File: src/rtl/assert_macros.svh
// ----------------------------------------------------------------------------
// Assertion macros
// Shared concurrent assertion helpers, clocked on i_clk and held off in reset.
// ----------------------------------------------------------------------------
`ifndef ASSERT_MACROS_SVH
`define ASSERT_MACROS_SVH
`ifndef SYNTHESIS
`define TMQ_ASSERT(lbl, prop, msg) \
    lbl: assert property (@(posedge i_clk) disable iff (!i_rst_n) (prop)) else $error(msg);
`define TMQ_ASSERT_NEXT(lbl, ante, cons, msg) \
    lbl: assert property (@(posedge i_clk) disable iff (!i_rst_n) (ante) |=> (cons)) \
        else $error(msg);
`else
`define TMQ_ASSERT(lbl, prop, msg)
`define TMQ_ASSERT_NEXT(lbl, ante, cons, msg)
`endif
`endif

File: src/rtl/tmq_pkg.sv
// ----------------------------------------------------------------------------
// Typed message queue package
// Sizes, status codes and the control bundle shared by the queue cells.
// ----------------------------------------------------------------------------
package tmq_pkg;

    localparam int DEPTH         = 16;
    localparam int PAYLOAD_BYTES = 8;
    localparam int TYPE_W        = 32;
    localparam int PORT_PAY_W    = 64;
    localparam int PAY_W         = PAYLOAD_BYTES * 8;
    localparam int CNT_W         = $clog2(DEPTH + 1);

    localparam logic [1:0] ST_OK      = 2'd0;
    localparam logic [1:0] ST_FULL    = 2'd1;
    localparam logic [1:0] ST_NOMATCH = 2'd2;

    localparam logic ACT_SEND    = 1'b0;
    localparam logic ACT_RECEIVE = 1'b1;

    // Broadcast to every cell in the cycle a request is taken.
    typedef struct packed {
        logic              append;
        logic              receive;
        logic [TYPE_W-1:0] key;
        logic [PAY_W-1:0]  data;
    } t_cell_ctrl;

endpackage

File: src/rtl/tmq_cell.sv
// ----------------------------------------------------------------------------
// Typed message queue cell
// One slot: holds a type and payload, matches against the search key, and
// takes its right neighbor's contents when a message at or before it leaves.
// ----------------------------------------------------------------------------
module tmq_cell (
    input  logic                            i_clk,
    input  tmq_pkg::t_cell_ctrl             i_ctrl,
    input  logic                            i_occupied,
    input  logic                            i_tail,
    input  logic                            i_hit,
    input  logic [tmq_pkg::PAY_W-1:0]       i_pay_acc,
    input  logic [tmq_pkg::TYPE_W-1:0]      i_next_type,
    input  logic [tmq_pkg::PAY_W-1:0]       i_next_pay,
    output logic                            o_hit,
    output logic [tmq_pkg::PAY_W-1:0]       o_pay_acc,
    output logic [tmq_pkg::TYPE_W-1:0]      o_type,
    output logic [tmq_pkg::PAY_W-1:0]       o_pay
);

    logic [tmq_pkg::TYPE_W-1:0] r_type;
    logic [tmq_pkg::PAY_W-1:0]  r_pay;
    logic [tmq_pkg::TYPE_W-1:0] n_type;
    logic [tmq_pkg::PAY_W-1:0]  n_pay;
    logic                       w_match;
    logic                       w_first;

    assign w_match   = i_occupied && (r_type == i_ctrl.key);
    assign w_first   = w_match && !i_hit;
    assign o_hit     = i_hit || w_match;
    assign o_pay_acc = i_pay_acc | (w_first ? r_pay : '0);
    assign o_type    = r_type;
    assign o_pay     = r_pay;

    always_comb begin
        n_type = r_type;
        n_pay  = r_pay;
        if (i_ctrl.append && i_tail) begin
            n_type = i_ctrl.key;
            n_pay  = i_ctrl.data;
        end else if (i_ctrl.receive && o_hit) begin
            // The removed slot and every later one move down by one.
            n_type = i_next_type;
            n_pay  = i_next_pay;
        end
    end

    always_ff @(posedge i_clk) begin
        r_type <= n_type;
        r_pay  <= n_pay;
    end

endmodule

File: src/rtl/typed_message_queue.sv
// ----------------------------------------------------------------------------
// Typed message queue
// Ordered store of typed messages with receive-by-type and gap closing.
// ----------------------------------------------------------------------------
// Usage: a request on i_valid/o_stall carries i_action, i_msg_type and
// i_payload. A send appends the message at the tail, or reports full. A
// receive returns the oldest message of the requested type, removes it and
// shifts later messages down, or reports no match. Every request yields one
// result on o_valid/i_stall with o_status, o_payload_out and o_entries_held.
// The result appears in the cycle after its request is taken. One request per
// cycle is taken while o_stall is low; the single pass through the row of slot
// cells, whose match chain and shift settle in the cycle the request is taken,
// allows this. The result sits in an output register; while the receiver stalls
// a held result, o_stall is raised and no new request is taken. Reset empties
// the store and drops any pending result; slot contents are not cleared.
// ----------------------------------------------------------------------------
module typed_message_queue (
    input  logic                              i_clk,
    input  logic                              i_rst_n,
    input  logic                              i_valid,
    output logic                              o_stall,
    input  logic                              i_action,
    input  logic signed [tmq_pkg::TYPE_W-1:0] i_msg_type,
    input  logic [tmq_pkg::PORT_PAY_W-1:0]    i_payload,
    output logic                              o_valid,
    input  logic                              i_stall,
    output logic [1:0]                        o_status,
    output logic [tmq_pkg::PORT_PAY_W-1:0]    o_payload_out,
    output logic [tmq_pkg::CNT_W-1:0]         o_entries_held
);

    localparam int D = tmq_pkg::DEPTH;

    tmq_pkg::t_cell_ctrl w_ctrl;
    logic                w_accept;
    logic                w_full;
    logic                w_found;
    logic                w_full_send;
    logic                w_out_fail;
    logic [D-1:0]        w_occ;
    logic [D-1:0]        w_tail;
    logic [D:0]          w_hit;
    logic [tmq_pkg::PAY_W-1:0]  w_acc  [D+1];
    logic [tmq_pkg::TYPE_W-1:0] w_type [D];
    logic [tmq_pkg::PAY_W-1:0]  w_pay  [D];

    logic [tmq_pkg::CNT_W-1:0]       r_count, n_count;
    logic                            r_out_valid, n_out_valid;
    logic [1:0]                      r_status, n_status;
    logic [tmq_pkg::PORT_PAY_W-1:0]  r_result, n_result;

    assign o_stall  = r_out_valid && i_stall;
    assign w_accept = i_valid && !o_stall;
    assign w_full   = (r_count == tmq_pkg::CNT_W'(D));

    assign w_ctrl.append  = w_accept && (i_action == tmq_pkg::ACT_SEND) && !w_full;
    assign w_ctrl.receive = w_accept && (i_action == tmq_pkg::ACT_RECEIVE);
    assign w_ctrl.key     = i_msg_type;
    assign w_ctrl.data    = i_payload[tmq_pkg::PAY_W-1:0];

    assign w_hit[0] = 1'b0;
    assign w_acc[0] = '0;

    for (genvar g = 0; g < D; g++) begin : g_cell
        assign w_occ[g]  = (tmq_pkg::CNT_W'(g) < r_count);
        assign w_tail[g] = (tmq_pkg::CNT_W'(g) == r_count);

        tmq_cell u_cell (
            .i_clk       (i_clk),
            .i_ctrl      (w_ctrl),
            .i_occupied  (w_occ[g]),
            .i_tail      (w_tail[g]),
            .i_hit       (w_hit[g]),
            .i_pay_acc   (w_acc[g]),
            .i_next_type (w_type[(g < D - 1) ? g + 1 : g]),
            .i_next_pay  (w_pay[(g < D - 1) ? g + 1 : g]),
            .o_hit       (w_hit[g+1]),
            .o_pay_acc   (w_acc[g+1]),
            .o_type      (w_type[g]),
            .o_pay       (w_pay[g])
        );
    end

    assign w_found = w_hit[D];

    always_comb begin
        n_count     = r_count;
        n_out_valid = r_out_valid;
        n_status    = r_status;
        n_result    = r_result;
        if (w_accept) begin
            n_out_valid = 1'b1;
            n_result    = '0;
            n_status    = tmq_pkg::ST_OK;
            case (i_action)
                tmq_pkg::ACT_SEND: begin
                    if (w_full) begin
                        n_status = tmq_pkg::ST_FULL;
                    end else begin
                        n_count = r_count + 1'b1;
                    end
                end
                tmq_pkg::ACT_RECEIVE: begin
                    if (w_found) begin
                        n_result = tmq_pkg::PORT_PAY_W'(w_acc[D]);
                        n_count  = r_count - 1'b1;
                    end else begin
                        n_status = tmq_pkg::ST_NOMATCH;
                    end
                end
                default: begin
                    n_status = tmq_pkg::ST_OK;
                end
            endcase
        end else if (!i_stall) begin
            n_out_valid = 1'b0;
        end
    end

    always_ff @(posedge i_clk) begin
        if (!i_rst_n) begin
            r_count     <= '0;
            r_out_valid <= 1'b0;
        end else begin
            r_count     <= n_count;
            r_out_valid <= n_out_valid;
        end
        r_status <= n_status;
        r_result <= n_result;
    end

    assign o_valid        = r_out_valid;
    assign o_status       = r_status;
    assign o_payload_out  = r_result;
    assign o_entries_held = r_count;

    assign w_full_send = w_accept && (i_action == tmq_pkg::ACT_SEND) && w_full;
    assign w_out_fail  = o_valid && (o_status != tmq_pkg::ST_OK);

`include "assert_macros.svh"

    `TMQ_ASSERT(a_count_bound, r_count <= tmq_pkg::CNT_W'(D), "fill count above depth")
    `TMQ_ASSERT_NEXT(a_idle_count, !w_accept, $stable(r_count), "count moved without a request")
    `TMQ_ASSERT_NEXT(a_full_send, w_full_send, o_status == tmq_pkg::ST_FULL, "full not flagged")
    `TMQ_ASSERT_NEXT(a_full_hold, w_full_send, $stable(r_count), "send on full store moved count")
    `TMQ_ASSERT(a_fail_zero, !w_out_fail || (o_payload_out == '0), "failed request gave payload")

endmodule

File: config.mk
export PLATFORM = sky130hd
export DESIGN_NAME = typed_message_queue
export DESIGN_NICKNAME = d
export VERILOG_FILES = /design/src/rtl/tmq_pkg.sv /design/src/rtl/tmq_cell.sv /design/src/rtl/typed_message_queue.sv
export VERILOG_INCLUDE_DIRS = /design/src /design/src/rtl
export SDC_FILE = /design/constraint.sdc
export NUM_CORES = 2
export LEC_CHECK = 0
export CORE_ASPECT_RATIO = 1.5
export CORE_MARGIN = 2
export CORE_UTILIZATION = 55
export CTS_BUF_LIST = sky130_fd_sc_hd__clkbuf_4 sky130_fd_sc_hd__clkbuf_8
export DETAILED_ROUTE_END_ITERATION = 7
export DONT_BUFFER_PORTS = 1
export PLACE_DENSITY_LB_ADDON = 0.2
export SLEW_MARGIN = 20
export SYNTH_ARGS = -nofsm -noshare
export SYNTH_HDL_FRONTEND = slang
export SYNTH_SLANG_ARGS = --single-unit
File: constraint.sdc
create_clock -name i_clk -period 13.9 [get_ports i_clk]
set_input_delay 0.695 -clock i_clk [delete_from_list [all_inputs] [get_ports i_clk]]
set_output_delay 0.695 -clock i_clk [all_outputs]
set_load 0.02 [all_outputs]
* Word level (Yosys, flattened, before mapping)
Cells that the tools add are included.
Operators by class: add/sub/neg operators 2, order comparisons 16, eq/ne operators 35, muxes and demuxes 84, bitwise gates (word level) 16, reduce and logical (&&, ||, !) cells 117
Operator list (number):
- 64-bit 2-to-1 mux | 46
- 32-bit 2-to-1 mux | 30
- 64-bit bitwise OR | 15
- 32-bit equality test | 16
- 1-bit logical AND | 67
- 4-bit by 5-bit equality test with 1-bit output, first input constant | 8
- 4-bit by 5-bit less-than comparator with 1-bit output, first input constant | 8
- 2-bit nonzero test | 15
- 3-bit by 5-bit equality test with 1-bit output, first input constant | 4
- 3-bit by 5-bit less-than comparator with 1-bit output, first input constant | 4
- 1-bit logical NOT | 17
- 1-bit logical OR | 15
- 2-bit by 5-bit equality test with 1-bit output, first input constant | 2
- 1-bit by 5-bit less-than comparator with 1-bit output, first input constant | 2
- 2-bit by 5-bit less-than comparator with 1-bit output, first input constant | 2
- 5-bit 2-to-1 mux | 2
- 5-bit one-hot mux with 2 select lines | 1
- 5-bit by 1-bit adder with 5-bit output, second input constant | 1
- 1-bit by 5-bit equality test with 1-bit output, first input constant | 1
- 5-bit equality test, second input constant | 1
- 5-bit logical NOT | 1
- 5-bit by 1-bit subtractor with 5-bit output, second input constant | 1
- 2-bit by 1-bit inequality test with 1-bit output, second input constant | 2
- 2-bit one-hot mux with 2 select lines | 1
- 6 further kinds | 8
Word-level totals: register bits 1608, input port bits 101, output and inout bits 73, word-level logic and storage cells 306

* Logic depth before layout (Yosys ltp)
depth after elaboration 20, depth in mapped cells 14

* Hierarchy
A second synthesis with hierarchy kept.
Second synthesis, totals: cell total of the unflattened synthesis 5668, area, all modules 85801.0 um^2
Modules (own cells, without submodules):
- tmq_cell | times used 16, cells an instance 339, area an instance 5165.0 um^2, seq. area each 2882.8 um^2
- typed_message_queue | times used 1, cells an instance 244, area an instance 3161.8 um^2, seq. area each 2102.0 um^2

* Least setup slack after synthesis
No wires, ideal clock.
kind input-to-reg, start point input i_stall, end point register g_cell[1].u_cell.r_pay, in the netlist g_cell[1].u_cell.o_pay[0] (enable), setup time 0.683 ns, arrival time 9.454 ns, slack 3.762 ns, stages on the path 6, path through nand2_1 > nand2_1 > inv_1 > nand2_1 > clkbuf_1 > o21ai_0
Between the ends: cells in the longest elaborated chain, start to end 7, elaborated cells between the ends (all ways) 9, classes of those cells reduce/logical (9)
Ends and longest elaborated chain:
- from (decl) | line typed_message_queue.sv:26 | input logic i_stall,
- 1-bit logical AND (*) | line typed_message_queue.sv:52 | assign o_stall = r_out_valid && i_stall;
- 1-bit logical NOT (*) | line typed_message_queue.sv:53 | assign w_accept = i_valid && !o_stall;
- 1-bit logical AND (*) | line typed_message_queue.sv:53
- 1-bit logical AND
- 1-bit logical AND | line typed_message_queue.sv:56 | assign w_ctrl.append = w_accept && (i_action == tmq_pkg::ACT_SEND) && !w_full;
- 1-bit logical AND | line tmq_cell.sv:38 | if (i_ctrl.append && i_tail) begin
- 2-bit nonzero test (no line) (*)
- to (signal assigned) | line tmq_cell.sv:50 | r_pay <= n_pay;
- to (decl) | line tmq_cell.sv:22 | logic [tmq_pkg::PAY_W-1:0] r_pay;
Mark *: on every way between the ends. The rest lies on a longest branch, timed or not. A chain may end at the register's enable or synchronous reset.

* Worst setup path after layout
start point register g_cell[0].u_cell.r_type, in the netlist g_cell[0].u_cell.o_type[24], end point register g_cell[5].u_cell.r_type, in the netlist g_cell[5].u_cell.o_type[31] (enable)
Between the ends: cells in the longest elaborated chain, start to end 9
Ends and longest elaborated chain:
- from (decl) | line tmq_cell.sv:21 | logic [tmq_pkg::TYPE_W-1:0] r_type;
- from (signal assigned) | line tmq_cell.sv:49 | r_type <= n_type;
- 32-bit equality test | line tmq_cell.sv:28 | assign w_match = i_occupied && (r_type == i_ctrl.key);
- 1-bit logical AND | line tmq_cell.sv:28
- 1-bit logical OR (5 in a row) | line tmq_cell.sv:30 | assign o_hit = i_hit || w_match;
- 1-bit logical AND | line tmq_cell.sv:41 | end else if (i_ctrl.receive && o_hit) begin
- 2-bit nonzero test (no line)
- to (signal assigned) | line tmq_cell.sv:49
- to (decl) | line tmq_cell.sv:21
No other way between the ends.

==> run summary <==
The number of cells traversed by the worst register-to-register path is 9. The worst-case IR drop observed on VDD is 0.0000932 V. The via count of the first global-routing pass came out at 56545.

The global-route wire length before repair is 409000 um. The total wirelength of the detailed-routed design is 289000 um. The time the worst path needs with I/O delays and setup came out at 6.03 ns. The net load switching power is 0.00227 W. Sequential cells account for 54.7% of the total power.

The floorplan step defined a die boundary enclosing 156000 um^2. The initialized floorplan defines 175 standard-cell rows. Yosys printed 0 warnings. The cell area after technology mapping came out at 83900 um^2. The flip-flop and latch area is 48200 um^2. The internal power of the cells came out at 0.00755 W. The maximum clock frequency came out at 166 MHz.

The first-pass iteration count of the detailed router is 6. After clock tree synthesis, the clock-pin slew on the worst setup and hold paths is 0.07 ns. The source-to-sink clock delay at the later pin of the worst-skew pair came out at 1.03 ns. From synthesis to final layout, the design area changed by 8.07%. The startpoint class of the critical path is a flip-flop. The number of setup buffers added after CTS is 0. Counting flops and latches in the post-synthesis netlist gives 1608. The number of distinct library cells after synthesis is 68. For hold timing, the worst endpoint is o_entries_held[3]. The DRC violation count after routing is 0. The wire-length estimate of the detail-placed layout is 170000 um. The via density per instance is 6.96. The core outline area is 152000 um^2. The largest net degree at the start of global routing is 161. The width of the die is 323 um. For this design, the sink count on the clock tree is 1608. In this run the vertical extent of the chip is 482 um.

The number of vias after detailed routing is 57000. The global route total overflow is 0. The quantity of I/O buffers inserted on ports is 0.

The worst hold path was traced through 4 stages. In this run the register-to-register setup slack is 7.87 ns. The area of combinational cells with multiple inputs came out at 32900 um^2. The number of synthesized flops with an enable pin is 1602. The setup path with the least slack is of type reg2reg. The clock network accounts for 41.2% of the total power. The endpoint identified for the worst register-to-register timing path is g_cell[5].u_cell.o_type[31]. The net switching share of the total power is 23.1%. The routability-driven placement congestion ratio came out at 0.952. The maximum count of clock buffers along a single path came out at 3. The worst hold path belongs to the class in2reg.

In the final routed layout, each cell accounts on average for 35.3 um. The worst register-to-register path begins at g_cell[0].u_cell.o_type[24]. In this run the count of I/O pins placed on the die edge is 174. Setup total negative slack on the finished layout was measured at 0 ns. The share of cell area taken by muxes after synthesis came out at 20.0%.

The critical path arrival is 6.62 ns. The power density relative to cell area is 108 nW/um^2. The synthesized netlist devotes 5.34% of its cell area to XOR and XNOR gates. Max-cap violations in this run came to 0. The async set-or-reset flop fraction in the synthesized netlist came out at 0%. The remaining number of nets flagged by the antenna check after routing came out at 0. By area, the combinational part of the netlist is dominated by multiplexers. For this block, the initial DRC count from the detailed router was 7020. The maximum net fanout on the critical path is 53. The fraction of the yosys area taken by sequential cells is 57.5%. The initial utilization of the core area, before any placement, comes to 55.4%. The flow ran to the end, and the final reports show no timing, DRC or antenna violations. The post-synth net total is 6253. The mean area per synthesized cell came out at 13.7 um^2.

The initial antenna violation count came out at 9. The leakage component of the power came out at 28.8 nW. The setup-violating endpoint count in the final report came out at 0. In this run the most critical hold path is launched from i_action. The synthesized netlist devotes 6.81% of its cell area to simple gates. The root buffer cell chosen for the clock tree is sky130_fd_sc_hd__clkbuf_8. The library cells used most frequently in the layout, excluding fill and tap cells, are sky130_fd_sc_hd__edfxtp_1, sky130_fd_sc_hd__mux2_2, sky130_fd_sc_hd__nand2_1.

Cells fill 59.9% of the core in the end. The depth of the CTS H-tree came out at 4. The final setup skew is 0.0814 ns. The post-synthesis adder-cell area fraction is 0.0745%. The final hold violation count was 0. The worst path uses 43.4% of the clock period. The most common flop cell mapped by yosys is sky130_fd_sc_hd__edfxtp_1.

The total CTS buffers is 239. The fraction of the mapped netlist area in compound gates came out at 6.32%. The filler cell count in the final layout came out at 11979. The worst-margin pin slew came out at 1.28 ns.

The required time reported for the critical path endpoint came out at 14.49 ns. The relative slew slack is 13.9%. The post-route netlist has 32.3% of its cells at a drive strength greater than 1. TritonCTS built the clock tree. The library cell used most frequently in the layout, excluding fill and tap cells, is sky130_fd_sc_hd__edfxtp_1. The endpoint class of the critical path is a flip-flop. The part of the total power dissipated in combinational logic is 4.1%. The overall fraction of global-route tracks in use came out at 36.7%. Setup repair after global routing left no endpoint under its margin. The count of pins over their slew limit is 0. The cell count after synthesis is 6147. The number of nets in the final layout came out at 6056.
==> registers in the layout (all words and copies together) (netlist names) <==
register              flops
g_cell.u_cell.o_pay    1024
g_cell.u_cell.o_type    512
o_payload_out            64
o_entries_held            5
o_status                  2
o_valid                   1
==> power by group through the flow <==
stage | Clock, W | Combinational (W) | Sequential [W]
after floorplan | 0 | 0.000258 | 0.00546
after global placement | 0 | 0.000286 | 0.00546
after detailed placement | 0 | 0.000289 | 0.00546
after CTS | 0.00408 | 0.000388 | 0.00536
after global routing | 0.00426 | 0.000410 | 0.00536
final | 0.00405 | 0.000402 | 0.00536
==> what timing repair did <==
item	CTS	global route
hold endpoints to repair	1532	0
hold buffers	101	0
setup endpoints to repair	0	0
gates resized for setup	0	0
==> Yosys cell counts (all sizes together), types with 3 or more instances <==
master | number | area [um^2]
edfxtp | 1602 | 48100
mux2 | 1429 | 16100
nand2 | 418 | 1570
nand4 | 387 | 2430
clkbuf | 364 | 1370
xor2 | 292 | 2560
buf | 287 | 1740
xnor2 | 220 | 1930
o21ai | 155 | 783
nor4 | 143 | 920
a31oi | 130 | 813
nor2 | 86 | 323
inv | 72 | 270
a21oi | 71 | 355
mux2i | 66 | 661
a32oi | 64 | 561
a41oi | 64 | 1000
o22ai | 64 | 400
o41ai | 64 | 561
a41o | 63 | 631
nor3 | 22 | 126
nand3 | 18 | 90.1
and3 | 9 | 56.3
dfxtp | 6 | 120
nor2b | 6 | 40.0
ha | 5 | 62.6
a21o | 4 | 30.0
and2 | 4 | 25.0
a21boi | 3 | 22.5
o21bai | 3 | 22.5
or3 | 3 | 18.8
==> routing by layer <==
layer  track usage [%]  up-vias  part of all wire (%)
met3              9.23     1130                   9.9
met1              40.4    28607                    32
met2              60.8     3856                    48
li1                  -    23403                     -
met4              28.5        4                   9.4
met5             0.710        -                0.0086
==> worst max path at each step <==
stage,from,end,depth (start not counted)
after global placement,o_entries_held[4],o_payload_out[2],10
final,g_cell[0].u_cell.o_type[24],g_cell[5].u_cell.o_type[31],9
after detailed placement,o_entries_held[4],o_payload_out[63],10
after global routing,g_cell[0].u_cell.o_type[24],g_cell[5].u_cell.o_type[18],9
after CTS,o_entries_held[4],o_payload_out[38],10
after floorplan,i_stall,g_cell[1].u_cell.o_pay[0],6
==> through the flow <==
| step | instance area, um^2 | total power (W) | hold slack (ns) | setup slack [ns] | std cells |
|---|---|---|---|---|---|
| final | 90700 | 0.00981 | 0.0844 | 7.87 | 8188 |
| after global routing | 90700 | 0.0100 | 0.0801 | 7.88 | 8185 |
| after CTS | 90600 | 0.00983 | 0.000600 | 7.63 | 8181 |
| after detailed placement | 84700 | 0.00575 | 0.560 | 7.64 | 7641 |
| after global placement | 84700 | 0.00575 | 0.552 | 7.79 | 7641 |
| after floorplan | 83900 | 0.00572 | 0.542 | 3.76 | 6147 |
==> worst max-delay path, stage by stage, from the launching register on <==
cell and delay [ns]:
sky130_fd_sc_hd__edfxtp_1 0.38, sky130_fd_sc_hd__xnor2_1 0.37, sky130_fd_sc_hd__nand4_1 0.22, sky130_fd_sc_hd__nor4_1 0.94
sky130_fd_sc_hd__and3_4 0.67, sky130_fd_sc_hd__a2111oi_4 0.13, sky130_fd_sc_hd__nand2_4 0.48, sky130_fd_sc_hd__buf_4 0.64
sky130_fd_sc_hd__a21o_4 0.69, sky130_fd_sc_hd__buf_4 0.85
==> cell type report <==
| class | count | share of cell area (%) |
|---|---|---|
| repair buffers | 213 | 2.12 |
| clock buffers | 303 | 4.17 |
| multi-input cells | 3816 | 36.2 |
| diodes | 5 | 0.0138 |
| flip-flops and latches | 1608 | 53.2 |
| clock inverters | 136 | 1.17 |
| well taps | 2035 | 2.81 |
| inverters | 72 | 0.301 |
==> kinds of logic after synthesis <==
kind of cell,Yosys count
muxes,1495
and+or+nand+nor,1107
AOI/OAI and AO/OA,697
buffers and inverters,723
adders and majority gates,5
xor gates and xnor gates,512
DFF,1608
No activity file was read; power rests on OpenSTA's default activity.
